$ cat config.mk
export PLATFORM = sky130hd
export DESIGN_NAME = hot_water_charge_control_top
export DESIGN_NICKNAME = d
export VERILOG_FILES = /design/src/hw/rtl/hwcc_pkg.sv /design/src/hw/rtl/hwcc_step.sv /design/src/hw/rtl/hot_water_charge_control_top.sv
export SDC_FILE = /design/constraint.sdc
export NUM_CORES = 1
export LEC_CHECK = 0
export BUFFER_PORTS_ARGS = -buffer_cell sky130_fd_sc_hd__buf_2
export CAP_MARGIN = 20
export CORE_MARGIN = 10
export CORE_UTILIZATION = 48
export CTS_BUF_LIST = sky130_fd_sc_hd__clkbuf_2 sky130_fd_sc_hd__clkbuf_4 sky130_fd_sc_hd__clkbuf_8
export CTS_CLUSTER_DIAMETER = 80
export CTS_CLUSTER_SIZE = 8
export DETAILED_ROUTE_END_ITERATION = 10
export PLACE_DENSITY = 0.71
export SKIP_CTS_REPAIR_TIMING = 1
export SLEW_MARGIN = 30
export SYNTH_ARGS = -nofsm -noshare
export SYNTH_HDL_FRONTEND = slang
export SYNTH_HIERARCHICAL = 1
export SYNTH_SLANG_ARGS = --single-unit
$ cat constraint.sdc
create_clock -name clk -period 7.45 [get_ports clk]
set_clock_uncertainty 0.2 [all_clocks]
set_input_delay 1.49 -clock clk [delete_from_list [all_inputs] [get_ports clk]]
set_output_delay 1.49 -clock clk [all_outputs]
set_load 0.1 [all_outputs]
$ cat src/hw/rtl/hwcc_pkg.sv
package hwcc_pkg;

  // Temperatures in tenths of a degree
  typedef logic signed [11:0] temp_t;
  // Compare width: a 12-bit sample, a 10-bit threshold or a threshold minus a margin
  typedef logic signed [12:0] cmp_t;
  typedef logic [9:0]  thr_t;
  typedef logic [8:0]  runon_t;
  typedef logic [15:0] count_t;
  typedef logic [2:0]  cfg_index_t;
  typedef logic [9:0]  cfg_data_t;

  localparam cfg_index_t REG_BEGIN_TEMP       = 3'd0;
  localparam cfg_index_t REG_END_TEMP         = 3'd1;
  localparam cfg_index_t REG_SOLAR_BEGIN_TEMP = 3'd2;
  localparam cfg_index_t REG_LEGIONELLA_TEMP  = 3'd3;
  localparam cfg_index_t REG_FEED_NEEDED_TEMP = 3'd4;
  localparam cfg_index_t REG_RUNON_MINUTES    = 3'd5;

  localparam thr_t       BEGIN_TEMP_RST       = 10'd450;
  localparam thr_t       END_TEMP_RST         = 10'd550;
  localparam thr_t       SOLAR_BEGIN_TEMP_RST = 10'd500;
  localparam thr_t       LEGIONELLA_TEMP_RST  = 10'd700;
  localparam thr_t       FEED_NEEDED_TEMP_RST = 10'd600;
  localparam logic [7:0] RUNON_MINUTES_RST    = 8'd5;

  localparam cmp_t   BOTH_FAULT_TEMP  = 13'sd1000;
  localparam cmp_t   LEGIO_BEGIN_DROP = 13'sd20;
  localparam cmp_t   FEED_MARGIN      = 13'sd50;
  localparam count_t COUNT_MAX        = 16'hFFFF;

  typedef struct packed {
    temp_t      temp_upper;
    logic       upper_fault;
    temp_t      temp_lower;
    logic       lower_fault;
    temp_t      feed_temp;
    logic       feed_fault;
    logic       legionella_on;
    logic       solar_charging;
    logic       manual_mode;
    logic       manual_valve;
  } item_t;

  typedef struct packed {
    thr_t       begin_temp;
    thr_t       end_temp;
    thr_t       solar_begin_temp;
    thr_t       legionella_temp;
    thr_t       feed_needed_temp;
    logic [7:0] runon_minutes;
  } cfg_t;

  typedef struct packed {
    logic   charge;
    logic   valve;
    logic   solar;
    runon_t runon;
    count_t starts;
    count_t hours;
  } state_t;

endpackage

$ cat src/hw/rtl/hwcc_step.sv
module hwcc_step #(
  parameter int TICKS_PER_HOUR = 120,
  localparam int TICK_W = $clog2(TICKS_PER_HOUR + 2)
) (
  input  hwcc_pkg::item_t    item,
  input  hwcc_pkg::cfg_t     cfg,
  input  hwcc_pkg::state_t   state,
  input  logic [TICK_W-1:0]  tick,
  output hwcc_pkg::state_t   state_next,
  output logic [TICK_W-1:0]  tick_next
);
  import hwcc_pkg::*;

  cmp_t              up;
  cmp_t              lo;
  cmp_t              feed;
  cmp_t              feed_lim;
  cmp_t              thr_beg;
  cmp_t              thr_end;
  cmp_t              tmax;
  cmp_t              tmin;
  logic [TICK_W-1:0] tick_inc;

  assign up       = cmp_t'(item.temp_upper);
  assign lo       = cmp_t'(item.temp_lower);
  assign feed     = cmp_t'(item.feed_temp);
  assign feed_lim = cmp_t'({3'b000, cfg.feed_needed_temp}) - FEED_MARGIN;
  assign tick_inc = tick + TICK_W'(1);

  always_comb begin
    state_next = state;
    tick_next  = tick;

    if (item.manual_mode) begin
      state_next.valve = item.manual_valve;
    end else begin
      // count charge time against the old charge bit
      if (state.charge) begin
        if (tick_inc > TICK_W'(TICKS_PER_HOUR)) begin
          tick_next = '0;
          if (state.hours != COUNT_MAX) begin
            state_next.hours = state.hours + 16'd1;
          end
        end else begin
          tick_next = tick_inc;
        end
      end
      if (item.solar_charging) begin
        state_next.valve = 1'b1;
      end else if (state.charge && (item.feed_fault || feed > feed_lim)) begin
        state_next.valve = 1'b1;
      end else if (!item.legionella_on) begin
        if (state.runon != '0) begin
          state_next.runon = state.runon - 9'd1;
        end else begin
          state_next.valve = 1'b0;
        end
      end
    end

    if (item.legionella_on) begin
      thr_end = cmp_t'({3'b000, cfg.legionella_temp});
      thr_beg = thr_end - LEGIO_BEGIN_DROP;
    end else begin
      thr_end = cmp_t'({3'b000, cfg.end_temp});
      thr_beg = cmp_t'({3'b000, cfg.begin_temp});
    end

    // a faulty sensor drops out; with both faulty assume a full tank
    if (!item.upper_fault && !item.lower_fault) begin
      tmax = (up >= lo) ? up : lo;
      tmin = (up >= lo) ? lo : up;
    end else if (!item.upper_fault) begin
      tmax = up;
      tmin = up;
    end else if (!item.lower_fault) begin
      tmax = lo;
      tmin = lo;
    end else begin
      tmax = BOTH_FAULT_TEMP;
      tmin = BOTH_FAULT_TEMP;
    end

    if (tmin > thr_end) begin
      state_next.charge = 1'b0;
      if (!item.legionella_on) begin
        state_next.solar = 1'b0;
      end
    end else begin
      if (tmax < thr_beg) begin
        if (!state.charge) begin
          state_next.charge = 1'b1;
          if (state.starts != COUNT_MAX) begin
            state_next.starts = state.starts + 16'd1;
          end
        end
        state_next.runon = {cfg.runon_minutes, 1'b0};
      end
      if (tmax < cmp_t'({3'b000, cfg.solar_begin_temp})) begin
        state_next.solar = 1'b1;
      end
    end
  end

endmodule

$ cat src/hw/rtl/hot_water_charge_control_top.sv
// Hot-water tank charge control, one item per control tick. Each item carries
// the upper/lower tank temperatures, the boiler feed temperature (signed tenths of a
// degree) with fault flags, and the legionella, solar and manual-mode inputs; each item
// yields exactly one result item with the load valve command, the charge request, the
// solar start flag, the remaining run-on ticks and the saturating start and charge-hour
// counters. The block takes one item per clock cycle while results are taken; an accepted
// item passes from the input register through the tick logic into the state registers,
// which double as the result register. Thresholds must be written through the cfg_write
// port only while no item is in flight; the block does not enforce this. An out-of-range
// index is ignored. TICKS_PER_HOUR + 1 charging ticks make one counted hour.
module hot_water_charge_control_top #(
  parameter int TICKS_PER_HOUR = 120
) (
  input  logic                    clk,
  input  logic                    rst,

  input  logic                    cfg_write,
  input  hwcc_pkg::cfg_index_t    cfg_index,
  input  hwcc_pkg::cfg_data_t     cfg_data,

  input  logic                    in_valid,
  output logic                    in_ready,
  input  hwcc_pkg::temp_t         temp_upper,
  input  logic                    upper_fault,
  input  hwcc_pkg::temp_t         temp_lower,
  input  logic                    lower_fault,
  input  hwcc_pkg::temp_t         feed_temp,
  input  logic                    feed_fault,
  input  logic                    legionella_on,
  input  logic                    solar_charging,
  input  logic                    manual_mode,
  input  logic                    manual_valve,

  output logic                    out_valid,
  input  logic                    out_ready,
  output logic                    valve_open,
  output logic                    charge_active,
  output logic                    solar_start,
  output hwcc_pkg::runon_t        runon_left,
  output hwcc_pkg::count_t        start_total,
  output hwcc_pkg::count_t        hours_total
);
  import hwcc_pkg::*;

  localparam int TICK_W = $clog2(TICKS_PER_HOUR + 2);

  cfg_t              cfg;
  item_t             item;
  logic              item_valid;
  logic              advance;
  state_t            state;
  state_t            state_next;
  logic [TICK_W-1:0] tick_count;
  logic [TICK_W-1:0] tick_count_next;

  // Configuration registers: plain writes, no read-back
  always_ff @(posedge clk) begin
    if (rst) begin
      cfg.begin_temp       <= BEGIN_TEMP_RST;
      cfg.end_temp         <= END_TEMP_RST;
      cfg.solar_begin_temp <= SOLAR_BEGIN_TEMP_RST;
      cfg.legionella_temp  <= LEGIONELLA_TEMP_RST;
      cfg.feed_needed_temp <= FEED_NEEDED_TEMP_RST;
      cfg.runon_minutes    <= RUNON_MINUTES_RST;
    end else if (cfg_write) begin
      unique case (cfg_index)
        REG_BEGIN_TEMP:       cfg.begin_temp       <= cfg_data;
        REG_END_TEMP:         cfg.end_temp         <= cfg_data;
        REG_SOLAR_BEGIN_TEMP: cfg.solar_begin_temp <= cfg_data;
        REG_LEGIONELLA_TEMP:  cfg.legionella_temp  <= cfg_data;
        REG_FEED_NEEDED_TEMP: cfg.feed_needed_temp <= cfg_data;
        REG_RUNON_MINUTES:    cfg.runon_minutes    <= cfg_data[7:0];
        default: ;
      endcase
    end
  end

  // Advance the held item into the state when the result slot is free or being taken;
  // the input register refills in the same cycle, so unstalled items flow one per cycle.
  assign advance  = item_valid && (!out_valid || out_ready);
  assign in_ready = !item_valid || advance;

  // Input register: control bit reset, payload plain
  always_ff @(posedge clk) begin
    if (rst) begin
      item_valid <= 1'b0;
    end else if (in_ready) begin
      item_valid <= in_valid;
    end
  end

  always_ff @(posedge clk) begin
    if (in_ready && in_valid) begin
      item.temp_upper     <= temp_upper;
      item.upper_fault    <= upper_fault;
      item.temp_lower     <= temp_lower;
      item.lower_fault    <= lower_fault;
      item.feed_temp      <= feed_temp;
      item.feed_fault     <= feed_fault;
      item.legionella_on  <= legionella_on;
      item.solar_charging <= solar_charging;
      item.manual_mode    <= manual_mode;
      item.manual_valve   <= manual_valve;
    end
  end

  // One control tick: hysteresis, valve, run-on and counters
  hwcc_step #(
    .TICKS_PER_HOUR(TICKS_PER_HOUR)
  ) u_step (
    .item      (item),
    .cfg       (cfg),
    .state     (state),
    .tick      (tick_count),
    .state_next(state_next),
    .tick_next (tick_count_next)
  );

  // State registers: they change only when an item advances, so they also hold
  // the result steady while the consumer stalls.
  always_ff @(posedge clk) begin
    if (rst) begin
      state      <= '0;
      tick_count <= '0;
      out_valid  <= 1'b0;
    end else begin
      if (advance) begin
        state      <= state_next;
        tick_count <= tick_count_next;
      end
      if (advance) begin
        out_valid <= 1'b1;
      end else if (out_ready) begin
        out_valid <= 1'b0;
      end
    end
  end

  assign valve_open    = state.valve;
  assign charge_active = state.charge;
  assign solar_start   = state.solar;
  assign runon_left    = state.runon;
  assign start_total   = state.starts;
  assign hours_total   = state.hours;

`ifndef SYNTHESIS
  // The hour prescaler never passes its terminal count
  a_tick_range: assert property (@(posedge clk) disable iff (rst)
    tick_count <= TICK_W'(TICKS_PER_HOUR))
    else $error("tick_count beyond TICKS_PER_HOUR");

  // The hour counter never goes backward
  a_hours_monotonic: assert property (@(posedge clk) disable iff (rst)
    !rst |=> hours_total >= $past(hours_total))
    else $error("hours_total decreased");

  // Every new charge request counts a start unless the counter is saturated
  a_start_counted: assert property (@(posedge clk) disable iff (rst)
    (!rst ##1 $rose(state.charge)) |->
      (start_total != $past(start_total)) || (start_total == COUNT_MAX))
    else $error("charge start not counted");

  // State changes only when an item advances
  a_state_hold: assert property (@(posedge clk) disable iff (rst)
    (!rst && !advance) |=> $stable(state))
    else $error("state changed without an item");
`endif

endmodule
==> results of run 1 <==
per-stage QoR:
stage,std cells,instance area [um^2],power [W]
6_report,1365,10400,0.00189
5_1_grt,1364,10400,0.00198
4_1_cts,1363,10400,0.00190
3_5_place_dp,1331,9930,0.00122
3_3_place_gp,1331,9930,0.00122
2_1_floorplan,1010,9280,0.00115
area by class of cell:
type	instances	area share, %
multi-input combinational	763	51.8
sequential	154	33.9
timing repair buffer	112	5.57
tap	260	3.14
clock buffer	18	2.39
clock inverter	14	1.65
inverter	43	1.56
antenna	1	0.0241
metal layers:
layer | part of all wire [%] | track usage (%)
met1 | 46 | 21.2
met2 | 47 | 26.4
met3 | 5.2 | 5.01
met4 | 1.7 | 4.80
met5 | 0.097 | 0
state kept, by name, indices dropped and copies added (netlist names), 7 cells and up:
name and flops:
start_total 16, runon_left 9, cfg 58, hours_total 16, item 43, tick_count 7
where the power goes:
group          internal [W]  leakage, nW  switching (W)
logic              0.000119         2.55       0.000183
registers          0.000885         1.32      0.0000189
clock network      0.000321        0.211       0.000364
total               0.00132         4.08       0.000566
cells by family (layout without fill, tap and decap cells):
logic type | count (synthesis) | after routing | synth area share [%]
AND/OR/NAND/NOR | 392 | 392 | 22.8
XOR/XNOR | 41 | 41 | 3.87
flip-flops | 154 | 154 | 37.9
buffers and inverters | 93 | 187 | 4.51
adder cells (fa/ha/maj) | 56 | 56 | 7.55
AO/OA/AOI/OAI | 171 | 171 | 12.0
multiplexers | 103 | 103 | 11.4
other | 0 | 1 | 0
Yosys cell counts, types with 3 or more instances:
| cell type | count | share of area [%] |
|---|---|---|
| sky130_fd_sc_hd__a211oi_1 | 8 | 0.65 |
| sky130_fd_sc_hd__a21o_1 | 4 | 0.32 |
| sky130_fd_sc_hd__a21oi_1 | 61 | 3.3 |
| sky130_fd_sc_hd__a22o_1 | 12 | 1.1 |
| sky130_fd_sc_hd__a22oi_1 | 11 | 0.89 |
| sky130_fd_sc_hd__a31oi_1 | 9 | 0.61 |
| sky130_fd_sc_hd__and2_1 | 3 | 0.20 |
| sky130_fd_sc_hd__and3_1 | 10 | 0.67 |
| sky130_fd_sc_hd__and4bb_2 | 3 | 0.40 |
| sky130_fd_sc_hd__buf_2 | 16 | 0.86 |
| sky130_fd_sc_hd__buf_4 | 5 | 0.40 |
| sky130_fd_sc_hd__buf_6 | 4 | 0.49 |
| sky130_fd_sc_hd__clkbuf_1 | 25 | 1.0 |
| sky130_fd_sc_hd__dfxtp_1 | 111 | 24 |
| sky130_fd_sc_hd__edfxtp_1 | 43 | 14 |
| sky130_fd_sc_hd__ha_1 | 56 | 7.6 |
| sky130_fd_sc_hd__inv_1 | 42 | 1.7 |
| sky130_fd_sc_hd__mux2_1 | 4 | 0.49 |
| sky130_fd_sc_hd__mux2_2 | 5 | 0.61 |
| sky130_fd_sc_hd__mux2i_1 | 91 | 9.8 |
| sky130_fd_sc_hd__nand2_1 | 62 | 2.5 |
| sky130_fd_sc_hd__nand2b_1 | 110 | 7.4 |
| sky130_fd_sc_hd__nand3_1 | 24 | 1.3 |
| sky130_fd_sc_hd__nand3b_1 | 3 | 0.24 |
| sky130_fd_sc_hd__nand4_1 | 19 | 1.3 |
| sky130_fd_sc_hd__nand4b_1 | 3 | 0.28 |
| sky130_fd_sc_hd__nor2_1 | 79 | 3.2 |
| sky130_fd_sc_hd__nor2b_1 | 10 | 0.67 |
| sky130_fd_sc_hd__nor3_1 | 39 | 2.1 |
| sky130_fd_sc_hd__nor4_1 | 4 | 0.27 |
| sky130_fd_sc_hd__nor4b_1 | 3 | 0.28 |
| sky130_fd_sc_hd__o21a_1 | 7 | 0.57 |
| sky130_fd_sc_hd__o21ai_0 | 32 | 1.7 |
| sky130_fd_sc_hd__o32ai_1 | 3 | 0.28 |
| sky130_fd_sc_hd__or3_1 | 6 | 0.40 |
| sky130_fd_sc_hd__xnor2_1 | 29 | 2.7 |
| sky130_fd_sc_hd__xor2_1 | 12 | 1.1 |
worst reg2reg max path: stages, from the launching register on:
cell,delay (ns)
sky130_fd_sc_hd__edfxtp_1,0.44
sky130_fd_sc_hd__ha_1,0.32
sky130_fd_sc_hd__a21oi_1,0.19
sky130_fd_sc_hd__o221ai_2,0.22
sky130_fd_sc_hd__a21oi_2,0.21
sky130_fd_sc_hd__mux2i_2,0.43
sky130_fd_sc_hd__o21a_1,0.44
sky130_fd_sc_hd__a22o_1,0.23
sky130_fd_sc_hd__ha_1,0.25
sky130_fd_sc_hd__nor2b_1,0.15
sky130_fd_sc_hd__o21a_1,0.16
sky130_fd_sc_hd__o21ai_0,0.18
sky130_fd_sc_hd__a211oi_1,0.10
sky130_fd_sc_hd__a2111oi_0,0.37
sky130_fd_sc_hd__nor2_1,0.11
sky130_fd_sc_hd__o21ai_1,0.35
sky130_fd_sc_hd__a21boi_4,0.72
sky130_fd_sc_hd__nand4_1,0.20
sky130_fd_sc_hd__mux2_1,0.35
sky130_fd_sc_hd__nand2b_1,0.07
sky130_fd_sc_hd__mux2i_1,0.06
cell usage in the layout (no fill, tap or decap), drive strengths merged, types with 4 or more instances in the layout:
cell type / instances
buf: 112
dfxtp: 111
nand2b: 110
mux2i: 92
nor2: 81
nand2: 63
a21oi: 62
ha: 56
inv: 51
edfxtp: 43
nor3: 40
o21ai: 33
xnor2: 29
nand3: 24
nand4: 19
clkbuf: 18
a22o: 12
xor2: 12
a22oi: 11
mux2: 11
and3: 10
nor2b: 10
a31oi: 9
a211oi: 8
o21a: 7
or3: 6
nor4: 4
a21o: 4
nor4b: 4
final timing paths:
check / startpoint / slack [ns] / to
worst max-delay path: item[33]$_DFFE_PP_ / 1.55 / start_total[14]$_SDFFE_PP0P_
worst max register to register: item[33]$_DFFE_PP_ / 1.55 / start_total[14]$_SDFFE_PP0P_
worst min register to register: cfg[7]$_SDFFE_PP0P_ / 0.26 / cfg[7]$_SDFFE_PP0P_
worst min-delay path: cfg[7]$_SDFFE_PP0P_ / 0.26 / cfg[7]$_SDFFE_PP0P_
==> results.md, run 1 <==
- The count of final hold-check violations is 0.
- The number of search-and-repair iterations in the first detailed-routing pass is 6.
- The share of layout cells above drive strength 1 is 15.9%.
- Sequential cells were found to cover 37.9% of the synthesized design area.
- Across the run, the number of max-cap violations was 0.
- In this run the horizontal extent of the chip is between 150 and 200 um.
- Hold timing on the final database bottoms out at a slack of ~0.26 ns.
- The depth of the worst register-to-register path is 20.
- The worst path meets setup with approximately 1.5 ns of slack.
- The async set or reset register ratio after synthesis is 0%.
- The path length in cells of the critical path is 20.
- For this design, the sink count on the clock tree is roughly 150.
- The peak supply drop is 0.129 mV.
- Together, buffers and inverters on the worst path number 0.
- The measured slew at the worst slew-check pin is 0.948 ns.
- The clock tree synthesis step divided the H-tree into 4 levels.
- The startpoint type of the worst setup path is a register.
- For this run, the post-layout net count is 1208.
- The clock-pin slew reported for the worst setup and hold paths after clock tree synthesis is 0.10 ns.
- The maximum clock insertion buffer count is 2.
- The total power per unit cell area is ~180 nW/um^2.
- Based on the critical path, the design can be clocked at up to 169 MHz.
- After routing, the total negative slack on setup checks comes to 0 ns.
- Setup repair after global routing left no endpoint under its margin.
- Summing all multi-input logic gate instances after layout gives 5370 um^2.
- Synthesis inferred about 150 register bits.
- The clock buffer count from CTS is 17.
- The floorplan has 50 rows.
- For the worst setup path, the data arrival time is roughly 6.0 ns.
- The number of global-route vias before repair is 6872.
- After technology mapping, the gate count stands at approximately 1000.
- Yosys mapped the design onto 70 distinct sky130hd cell types.
- The main flop type after synthesis is sky130_fd_sc_hd__dfxtp_1.
- Port buffering added 106 buffers.
- The post-detailed-route wirelength per cell is approximately 16 um.
- In the finished design, the share of the clock period the worst path needs comes to 79.2%.
- The post-route core utilization is 55.1%.
- The cell chosen for the clock root is sky130_fd_sc_hd__clkbuf_8.
- The CTS tree is yes.
- The maximum net fanout on the critical path is 27.
- The violation count after the first detailed-route iteration is 416.
- Summed over all nets, the half-perimeter wirelength after detailed placement is 15400 um.
- The total wire length after detailed routing is 21700 um.
- The die span in y is ~160 um.
- The first-pass GRT wire length is 34900 um.
- The critical path is of the register to register type.
- A synthesized cell averages just over 9 um^2.
- Across every metal layer, demand over resource in global routing totals 16.6%.
- The number of antenna-violating nets in the routed design is 0.
- The DRC violation count after routing is 0.
- In this run, synthesis inferred 43 flip-flops with an integrated enable.
- The clock latency on the worst-skew pair is 0.48 ns.
- The growth of design area from synthesis to finish is 11.8%.
- The core region is ~19000 um^2.
- The summed instance area of the synthesized netlist is 9280 um^2.
- The number of vias per cell is roughly 5.4.
- The hold path depth is 2.
- The final global-route overflow total is 0.
- The via count is 7403.
- OpenSTA, run right after detailed placement, puts the worst setup slack at 1.42 ns.
- The static leakage is slightly above 4 nW.
- Yosys printed 6 warnings.
- The last weighted congestion value of the routability-driven placer is 0.887.
- The critical path goes through ha_1 > a21oi_1 > o221ai_2 > a21oi_2 > mux2i_2 > o21a_1 > a22o_1 > ha_1 > nor2b_1 > o21a_1 > o21ai_0 > a211oi_1 > a2111oi_0 > nor2_1 > o21ai_1 > a21boi_4 > nand4_1 > mux2_1 > nand2b_1 > mux2i_1.
- The run finished with clean final reports.
- In this run the tightest slew margin relative to its limit is 36.8%.
- The initial antenna violation count was 2.
- Among all stages on the critical path, the largest delay is contributed by sky130_fd_sc_hd__a21boi_4.
- The number of pins with negative max-slew slack in the final report is 0.
- The cell type group with the largest total delay on the critical path is compound AO/OA/AOI/OAI gates.
- The net count after synthesis is 1127.
- The count of boundary I/O pins is 107.
- The layout filler cell count is 1697.
- The largest net degree at the start of global routing is 105.
- In this run the worst hold path is classified as register to register.
- The sequential cell area is 3510 um^2.
- The setup violation total in the final timing report is 0.
- Counting I/O delays and the setup requirement, the final critical path takes 5.90 ns.
- The maximum single-stage delay on the critical path is a little over 0.7 ns.
- For this configuration, the core starts out at a cell density of 49.3%.
- The endpoint type of the worst setup path is a register.
- The overall die area is between 20000 and 30000 um^2.
- At the worst endpoint, the required time is 7.59 ns.
Power figures use the tool's default switching activity.
==> inputs of run 2 (changes only) <==
--- a/config.mk
+++ b/config.mk
@@ -13,7 +13,7 @@
 export CTS_CLUSTER_DIAMETER = 80
 export CTS_CLUSTER_SIZE = 8
 export DETAILED_ROUTE_END_ITERATION = 10
-export PLACE_DENSITY = 0.71
+export PLACE_DENSITY = 0.73
 export SKIP_CTS_REPAIR_TIMING = 1
 export SLEW_MARGIN = 30
 export SYNTH_ARGS = -nofsm -noshare
==> constraint.sdc (replaced) <==
create_clock -name clk -period 4.93 [get_ports clk]
set_clock_uncertainty 0.2 [all_clocks]
set_input_delay 0.986 -clock clk [delete_from_list [all_inputs] [get_ports clk]]
set_output_delay 0.986 -clock clk [all_outputs]
set_load 0.1 [all_outputs]
==> run 2 against run 1 <==
  * Via count up 1.6%
  * Sequential share of layout area fell by 0.99 points
  * Register-to-register slack lost 1.4 ns
  * Non-clock buffer count rose by 29
  * Wire length increased by 0.58%
  * Worst hold slack lost 0.0030 ns
  * First-iteration DRC count decreased by 2.4%
  * Critical path type unchanged
  * Largest cell class unchanged
  * Largest power group unchanged
==> results.md, run 2 (synthesis gave the netlist of run 1 again) <==
- Status: complete, no violations (unchanged).
- The normalized max-slew margin is 43.8% (was 36.8%).
- The number of maximum-capacitance violations is 0 (unchanged).
- The CTS tree was yes (unchanged).
- Most frequent cells in the layout: sky130_fd_sc_hd__dfxtp_1, sky130_fd_sc_hd__nand2b_1, sky130_fd_sc_hd__buf_2, sky130_fd_sc_hd__mux2i_1, sky130_fd_sc_hd__nor2_1 (unchanged).
- The maximum single-stage delay on the critical path is 0.37 ns (was 0.72 ns).
- The share of the clock period used by the worst path came to 96.7% (was 79.2%).
- The DRC violation count after routing is 0 (unchanged).
- The final antenna diode count came to 0 (was 1).
- The number of core rows is 50 (unchanged).
- Cells traversed along the worst timing path: inv_2 > ha_1 > nand4_1 > nor3_4 > a21oi_2 > mux2i_2 > o21a_1 > buf_4 > a22o_1 > ha_1 > o21a_1 > o21ai_0 > a211oi_1 > a2111oi_1 > nor2_1 > o21ai_2 > a21boi_4 > buf_12 > buf_4 > mux2_4 > nand2b_1 > mux2i_1 (was ha_1 > a21oi_1 > o221ai_2 > a21oi_2 > mux2i_2 > o21a_1 > a22o_1 > ha_1 > nor2b_1 > o21a_1 > o21ai_0 > a211oi_1 > a2111oi_0 > nor2_1 > o21ai_1 > a21boi_4 > nand4_1 > mux2_1 > nand2b_1 > mux2i_1).
- The setup violation total in the final timing report is 0 (unchanged).
- The violation count after the first detailed-route iteration is 406 (was 416).
- The number of antenna-violating nets in the routed design came to 0 (unchanged).
- The total wire length after detailed routing is 21800 um (was 21700 um).
- The placed wire-length estimate after detailed placement is 15800 um (was 15400 um).
- The number of global-route vias before repair is 7070 (was 6872).
- The count of boundary I/O pins is 107 (unchanged).
- The maximum achievable frequency is 210 MHz (was 169 MHz).
- The top register by number of flip-flops is cfg (unchanged).
- The post-route total power came to 0.00281 W (was 0.00189 W).
- The core outline area is 18800 um^2 (unchanged).
- The total power per unit cell area is 263 nW/um^2 (was 182 nW/um^2).
- The cell chosen for the clock root is sky130_fd_sc_hd__clkbuf_8 (unchanged).
- The growth of design area from synthesis to finish was 15.2% (was 11.8%).
- The overall die area is 25300 um^2 (unchanged).
- The slowest stage cell on the critical path is sky130_fd_sc_hd__edfxtp_1 (was sky130_fd_sc_hd__a21boi_4).
- The initial antenna violation count is 3 (was 2).
- The data required time of the critical path came to 5.05 ns (was 7.59 ns).
- The clock latency on the worst-skew pair is 0.46 ns (was 0.48 ns).
- The die span in y is 159 um (unchanged).
- The post-detailed-route wirelength per cell was 15.7 um (was 15.9 um).
- The total routing resource utilization after global routing is 16.5% (was 16.6%).
- The kind of critical path was register to register (unchanged).
- The first-pass GRT wire length is 35400 um (was 34900 um).
- The total clock sinks is 154 (unchanged).
- The count of final hold-check violations was 0 (unchanged).
- The number of flip-flops in the largest register is 58 (unchanged).
- The endpoint type of the worst setup path was a register (unchanged).
- The share of layout cells above drive strength 1 is 19.3% (was 15.9%).
- The data arrival time of the critical path is 4.89 ns (was 6.04 ns).
- The number of vias per cell came to 5.40 (was 5.42).
- The cell type group with the largest total delay on the critical path is compound AO/OA/AOI/OAI gates (unchanged).
- The number of buffers added on ports is 106 (unchanged).
- The via count was 7518 (was 7403).
- The most common cell after layout, fill and taps aside is sky130_fd_sc_hd__dfxtp_1 (unchanged).
- The static leakage is 4.23 nW (was 4.08 nW).
- The maximum clock insertion buffer count is 2 (unchanged).
- The number of search-and-repair iterations in the first detailed-routing pass is 5 (was 6).
- The startpoint type of the worst setup path is a register (unchanged).
- The clock buffer count from CTS came to 17 (unchanged).
- Largest regs: cfg (58), item (43) (unchanged).
- The number of buffers and inverters on the critical path is 4 (was 0).
- The maximum net fanout on the critical path came to 10 (was 27).
- The net count reported at finish is 1237 (was 1208).
- The clock period minus final worst setup slack is 4.77 ns (was 5.90 ns).
- The final global-route overflow total is 0 (unchanged).
- The clock-pin slew reported for the worst setup and hold paths after clock tree synthesis was 0.10 ns (about the same).
- The peak supply drop is 0.217 mV (was 0.129 mV).
- The deepest level of the CTS H-tree is 4 (unchanged).
- The total negative setup slack is 0 ns (unchanged).
- The class of the most critical hold timing path is register to register (unchanged).
- The initial core utilization is 49.3% (unchanged).
- The measured slew at the worst slew-check pin came to 0.839 ns (was 0.948 ns).
- The post-route core utilization was 56.7% (was 55.1%).
- The number of pins with negative max-slew slack in the final report was 0 (unchanged).
- The last weighted congestion value of the routability-driven placer is 0.888 (was 0.887).
- The largest net degree at the start of global routing is 90 (was 105).
- The horizontal die dimension was 159 um (unchanged).
[run 2: through the flow]
step | worst slack (ns) | std cells | hold slack, ns | area, um^2
after global placement | 0.0960 | 1348 | 0.244 | 10100
final | 0.164 | 1393 | 0.260 | 10700
after detailed placement | -0.00987 | 1348 | 0.252 | 10100
after floorplan | 0.153 | 1010 | 0.233 | 9280
after CTS | -0.0558 | 1380 | 0.266 | 10500
after global routing | -0.0328 | 1393 | 0.298 | 10700
[run 2: power by group]
group / switching (W) / internal, W
logic: 0.000295 / 0.000232
registers: 0.0000308 / 0.00134
clock network: 0.000541 / 0.000378
[run 2: layout make-up]
class	instances	area [um^2]
clock buffers	18	241
clock inverters	14	131
fillers	1666	8150
inverters	43	161
multi-input cells	763	5470
flip-flops and latches	154	3510
well taps	260	325
repair buffers	141	842
[run 2: worst paths after layout]
kind / start / depth (start not counted) / end / slack, ns
worst max-delay path: item[24]$_DFFE_PP_ / 22 / runon_left[6]$_SDFFE_PP0P_ / 0.16
worst min-delay path: cfg[4]$_SDFFE_PP0P_ / 2 / cfg[4]$_SDFFE_PP0P_ / 0.26
worst max register to register: item[24]$_DFFE_PP_ / 22 / runon_left[6]$_SDFFE_PP0P_ / 0.16
worst min register to register: cfg[4]$_SDFFE_PP0P_ / 2 / cfg[4]$_SDFFE_PP0P_ / 0.26
[run 2: worst register-to-register path, cell delays in order, from the launching register on]
cell                        delay [ns]
sky130_fd_sc_hd__edfxtp_1         0.37
sky130_fd_sc_hd__inv_2            0.08
sky130_fd_sc_hd__ha_1             0.30
sky130_fd_sc_hd__nand4_1          0.21
sky130_fd_sc_hd__nor3_4           0.36
sky130_fd_sc_hd__a21oi_2          0.11
sky130_fd_sc_hd__mux2i_2          0.18
sky130_fd_sc_hd__o21a_1           0.21
sky130_fd_sc_hd__buf_4            0.18
sky130_fd_sc_hd__a22o_1           0.26
sky130_fd_sc_hd__ha_1             0.32
sky130_fd_sc_hd__o21a_1           0.13
sky130_fd_sc_hd__o21ai_0          0.15
sky130_fd_sc_hd__a211oi_1         0.10
sky130_fd_sc_hd__a2111oi_1        0.26
sky130_fd_sc_hd__nor2_1           0.09
sky130_fd_sc_hd__o21ai_2          0.16
sky130_fd_sc_hd__a21boi_4         0.24
sky130_fd_sc_hd__buf_12           0.15
sky130_fd_sc_hd__buf_4            0.16
sky130_fd_sc_hd__mux2_4           0.30
sky130_fd_sc_hd__nand2b_1         0.07
sky130_fd_sc_hd__mux2i_1          0.07
[run 2: per-layer routing]
metal / routed length (um) / GRT usage, %
met1: 10100 / 21.0
met2: 10200 / 26.8
met3: 1160 / 4.36
met4: 298 / 5.14
met5: 51 / 0
==> inputs of run 3 (changes only) <==
==> constraint.sdc (replaced) <==
create_clock -name clk -period 4.3 [get_ports clk]
set_clock_uncertainty 0.2 [all_clocks]
set_input_delay 0.86 -clock clk [delete_from_list [all_inputs] [get_ports clk]]
set_output_delay 0.86 -clock clk [all_outputs]
set_load 0.1 [all_outputs]
==> run 3 against run 2 <==
  * The run now ends with setup timing left
  * Sequential cell count stayed put
  * Worst hold slack better by 0.00084 ns
  * Register-to-register slack got worse by 0.63 ns
  * Wire length increased by 4.0%
  * Sequential share of layout area down 1.2 points
  * Global-route usage is 0.63 points higher
  * Highest routed layer unchanged
==> results.md, run 3 (synthesis gave the netlist of run 1 again) <==
- Status: complete, but fails checks (was complete, no violations).
- The final reports fail on setup timing.
- The clock-pin slew reported for the worst setup and hold paths after clock tree synthesis is 0.10 ns (about the same).
- The deepest level of the CTS H-tree came to 4 (unchanged).
- The total power per unit cell area is 298 nW/um^2 (was 263 nW/um^2).
- The number of vias per cell is 5.44 (was 5.40).
- The via count came to 7797 (was 7518).
- The endpoint type of the worst setup path is a register (unchanged).
- The overall die area came to 25300 um^2 (unchanged).
- The normalized max-slew margin came to 41.6% (was 43.8%).
- The data arrival time of the critical path is 4.90 ns (was 4.89 ns).
- The number of flip-flops in the largest register is 58 (unchanged).
- The number of placed instances, taps included is 1391 (was 1348).
- Setup repair after global routing could not meet its margin everywhere.
- The total routing resource utilization after global routing is 17.2% (was 16.5%).
- The number of core rows is 50 (unchanged).
- The slack of the worst reg-to-reg path came to -0.47 ns (was 0.16 ns).
- The worst-case setup margin in the final layout is -0.470 ns (was 0.164 ns).
- The share of layout cells above drive strength 1 is 23.4% (was 19.3%).
- The worst min-delay path startpoint was cfg[1]$_SDFFE_PP0P_ (was cfg[4]$_SDFFE_PP0P_).
- The count of boundary I/O pins is 107 (unchanged).
- The post-detailed-route wirelength per cell is 15.8 um (was 15.7 um).
- The violation count after the first detailed-route iteration is 466 (was 406).
- The number of global-route vias before repair is 7407 (was 7070).
- The initial core utilization came to 49.3% (unchanged).
- The share of the clock period used by the worst path is 111% (was 96.7%).
- The peak supply drop is 0.213 mV (was 0.217 mV).
- The number of buffers added on ports is 106 (unchanged).
- The worst flop-to-flop path startpoint was item[37]$_DFFE_PP_ (was item[24]$_DFFE_PP_).
- Most frequent cells in the layout: sky130_fd_sc_hd__dfxtp_1, sky130_fd_sc_hd__nand2b_1, sky130_fd_sc_hd__buf_2, sky130_fd_sc_hd__mux2i_1, sky130_fd_sc_hd__nor2_1 (unchanged).
- The hold path depth is 2 (unchanged).
- The most common cell after layout, fill and taps aside is sky130_fd_sc_hd__dfxtp_1 (unchanged).
- The post-route total power is 0.00330 W (was 0.00281 W).
- The growth of design area from synthesis to finish was 19.5% (was 15.2%).
- The clock buffer count from CTS is 17 (unchanged).
- The kind of critical path is register to register (unchanged).
- The total wire length after detailed routing is 22700 um (was 21800 um).
- The post-route worst hold slack is 0.261 ns (was 0.260 ns).
- The data required time of the critical path is 4.43 ns (was 5.05 ns).
- The horizontal die dimension is 159 um (unchanged).
- The startpoint type of the worst setup path is a register (unchanged).
- The class of the most critical hold timing path is register to register (unchanged).
- The depth of the worst register-to-register path is 22 (unchanged).
- The maximum achievable frequency is 210 MHz (about the same).
- The net count reported at finish was 1276 (was 1237).
- The total clock sinks is 154 (unchanged).
- The top register by number of flip-flops is cfg (unchanged).
- The hold path endpoint is cfg[1]$_SDFFE_PP0P_ (was cfg[4]$_SDFFE_PP0P_).
- Largest regs: cfg (58), item (43) (unchanged).
- The number of antenna-violating nets in the routed design was 0 (unchanged).
- The clock latency on the worst-skew pair is 0.47 ns (was 0.46 ns).
- The last weighted congestion value of the routability-driven placer came to 0.902 (was 0.888).
- The die span in y is 159 um (unchanged).
- The measured slew at the worst slew-check pin is 0.875 ns (was 0.839 ns).
- The placed wire-length estimate after detailed placement came to 16500 um (was 15800 um).
- The number of maximum-capacitance violations was 0 (unchanged).
- The DRC violation count after routing is 0 (unchanged).
- The endpoint of the most critical register-to-register path is runon_left[6]$_SDFFE_PP0P_ (unchanged).
- The setup violation total in the final timing report is 25 (was 0).
- The static leakage is 4.45 nW (was 4.23 nW).
- The CTS tree is yes (unchanged).
- The number of search-and-repair iterations in the first detailed-routing pass was 6 (was 5).
- The core outline area is 18800 um^2 (unchanged).
- The initial antenna violation count was 2 (was 3).
- The cell chosen for the clock root is sky130_fd_sc_hd__clkbuf_8 (unchanged).
- The first-pass GRT wire length came to 36800 um (was 35400 um).
- The number of pins with negative max-slew slack in the final report came to 0 (unchanged).
- The maximum net fanout on the critical path is 7 (was 10).
- The count of final hold-check violations came to 0 (unchanged).
- The final global-route overflow total was 0 (unchanged).
- The clock period minus final worst setup slack is 4.77 ns (about the same).
- The maximum clock insertion buffer count is 2 (unchanged).
- The largest net degree at the start of global routing came to 102 (was 90).
- The layout filler cell count is 1622 (was 1666).
- The post-route core utilization is 58.9% (was 56.7%).
- The number of standard cells in the layout, taps in and fillers out is 1433 (was 1393).
-- run 3: cell types whose count changed in the layout (fill, tap and decap cells not counted), sizes merged --
cell / before / now
buf: 140 / 180
diode: 0 / 1
inv: 50 / 49
clkbuf: 19 / 18
clkinvlp: 0 / 2
clkinv: 7 / 6
-- run 3: area by class of cell --
type / count / area [um^2] / area share (%)
diodes: 1 / 2.50 / 0.0226
clock inverters: 14 / 130 / 1.17
multi-input cells: 763 / 5590 / 50.4
clock buffers: 18 / 248 / 2.24
inverters: 43 / 161 / 1.46
well taps: 260 / 325 / 2.94
repair buffers: 180 / 1120 / 10.1
flip-flops and latches: 154 / 3510 / 31.7
-- run 3: worst max-delay path by stage --
stage | from | endpoint | slack (ns) | depth (start not counted)
2_1_floorplan | item[37]$_DFFE_PP_ | start_total[14]$_SDFFE_PP0P_ | -0.22 | 21
3_3_place_gp | item[37]$_DFFE_PP_ | runon_left[2]$_SDFFE_PP0P_ | -0.28 | 21
3_5_place_dp | item[37]$_DFFE_PP_ | start_total[14]$_SDFFE_PP0P_ | -0.43 | 21
4_1_cts | item[37]$_DFFE_PP_ | start_total[14]$_SDFFE_PP0P_ | -0.46 | 21
5_1_grt | item[36]$_DFFE_PP_ | start_total[0]$_SDFFE_PP0P_ | -0.69 | 23
6_report | item[37]$_DFFE_PP_ | runon_left[6]$_SDFFE_PP0P_ | -0.47 | 22
-- run 3: worst max-delay path, stage by stage, from the launching register on --
cell	delay, ns
sky130_fd_sc_hd__edfxtp_1	0.44
sky130_fd_sc_hd__ha_4	0.30
sky130_fd_sc_hd__nand4_1	0.19
sky130_fd_sc_hd__nor3_4	0.30
sky130_fd_sc_hd__a21oi_2	0.10
sky130_fd_sc_hd__mux2i_2	0.19
sky130_fd_sc_hd__o21a_2	0.25
sky130_fd_sc_hd__buf_4	0.15
sky130_fd_sc_hd__a22o_1	0.22
sky130_fd_sc_hd__ha_1	0.30
sky130_fd_sc_hd__o21a_1	0.13
sky130_fd_sc_hd__o21ai_2	0.14
sky130_fd_sc_hd__a211oi_2	0.10
sky130_fd_sc_hd__a2111oi_2	0.33
sky130_fd_sc_hd__nor2_1	0.12
sky130_fd_sc_hd__o21ai_2	0.17
sky130_fd_sc_hd__a21boi_4	0.22
sky130_fd_sc_hd__buf_12	0.14
sky130_fd_sc_hd__buf_8	0.12
sky130_fd_sc_hd__buf_4	0.12
sky130_fd_sc_hd__mux2_4	0.28
sky130_fd_sc_hd__nand2b_1	0.07
sky130_fd_sc_hd__mux2i_1	0.06
-- run 3: layer usage --
metal	up-vias	global-route usage [%]	share of wire, %
met1	3643	21.9	47
met5	-	0	0.031
met3	49	3.85	4.8
met2	201	27.5	46
met4	2	7.08	2.7
li1	3902	-	-
-- run 3: through the flow --
step	setup TNS (ns)	setup WS [ns]	instance area, um^2
finish	-8.46	-0.470	11100
global route	-15.26	-0.691	11100
CTS	-8.96	-0.465	10800
detailed placement	-8.01	-0.433	10400
global placement	-4.45	-0.277	10400
floorplan	-3.14	-0.217	9340
-- run 3: where the power goes --
part	internal (W)	switching, W	leakage (nW)
clock network	0.000438	0.000628	0.188
logic	0.000308	0.000361	2.95
registers	0.00153	0.0000312	1.32
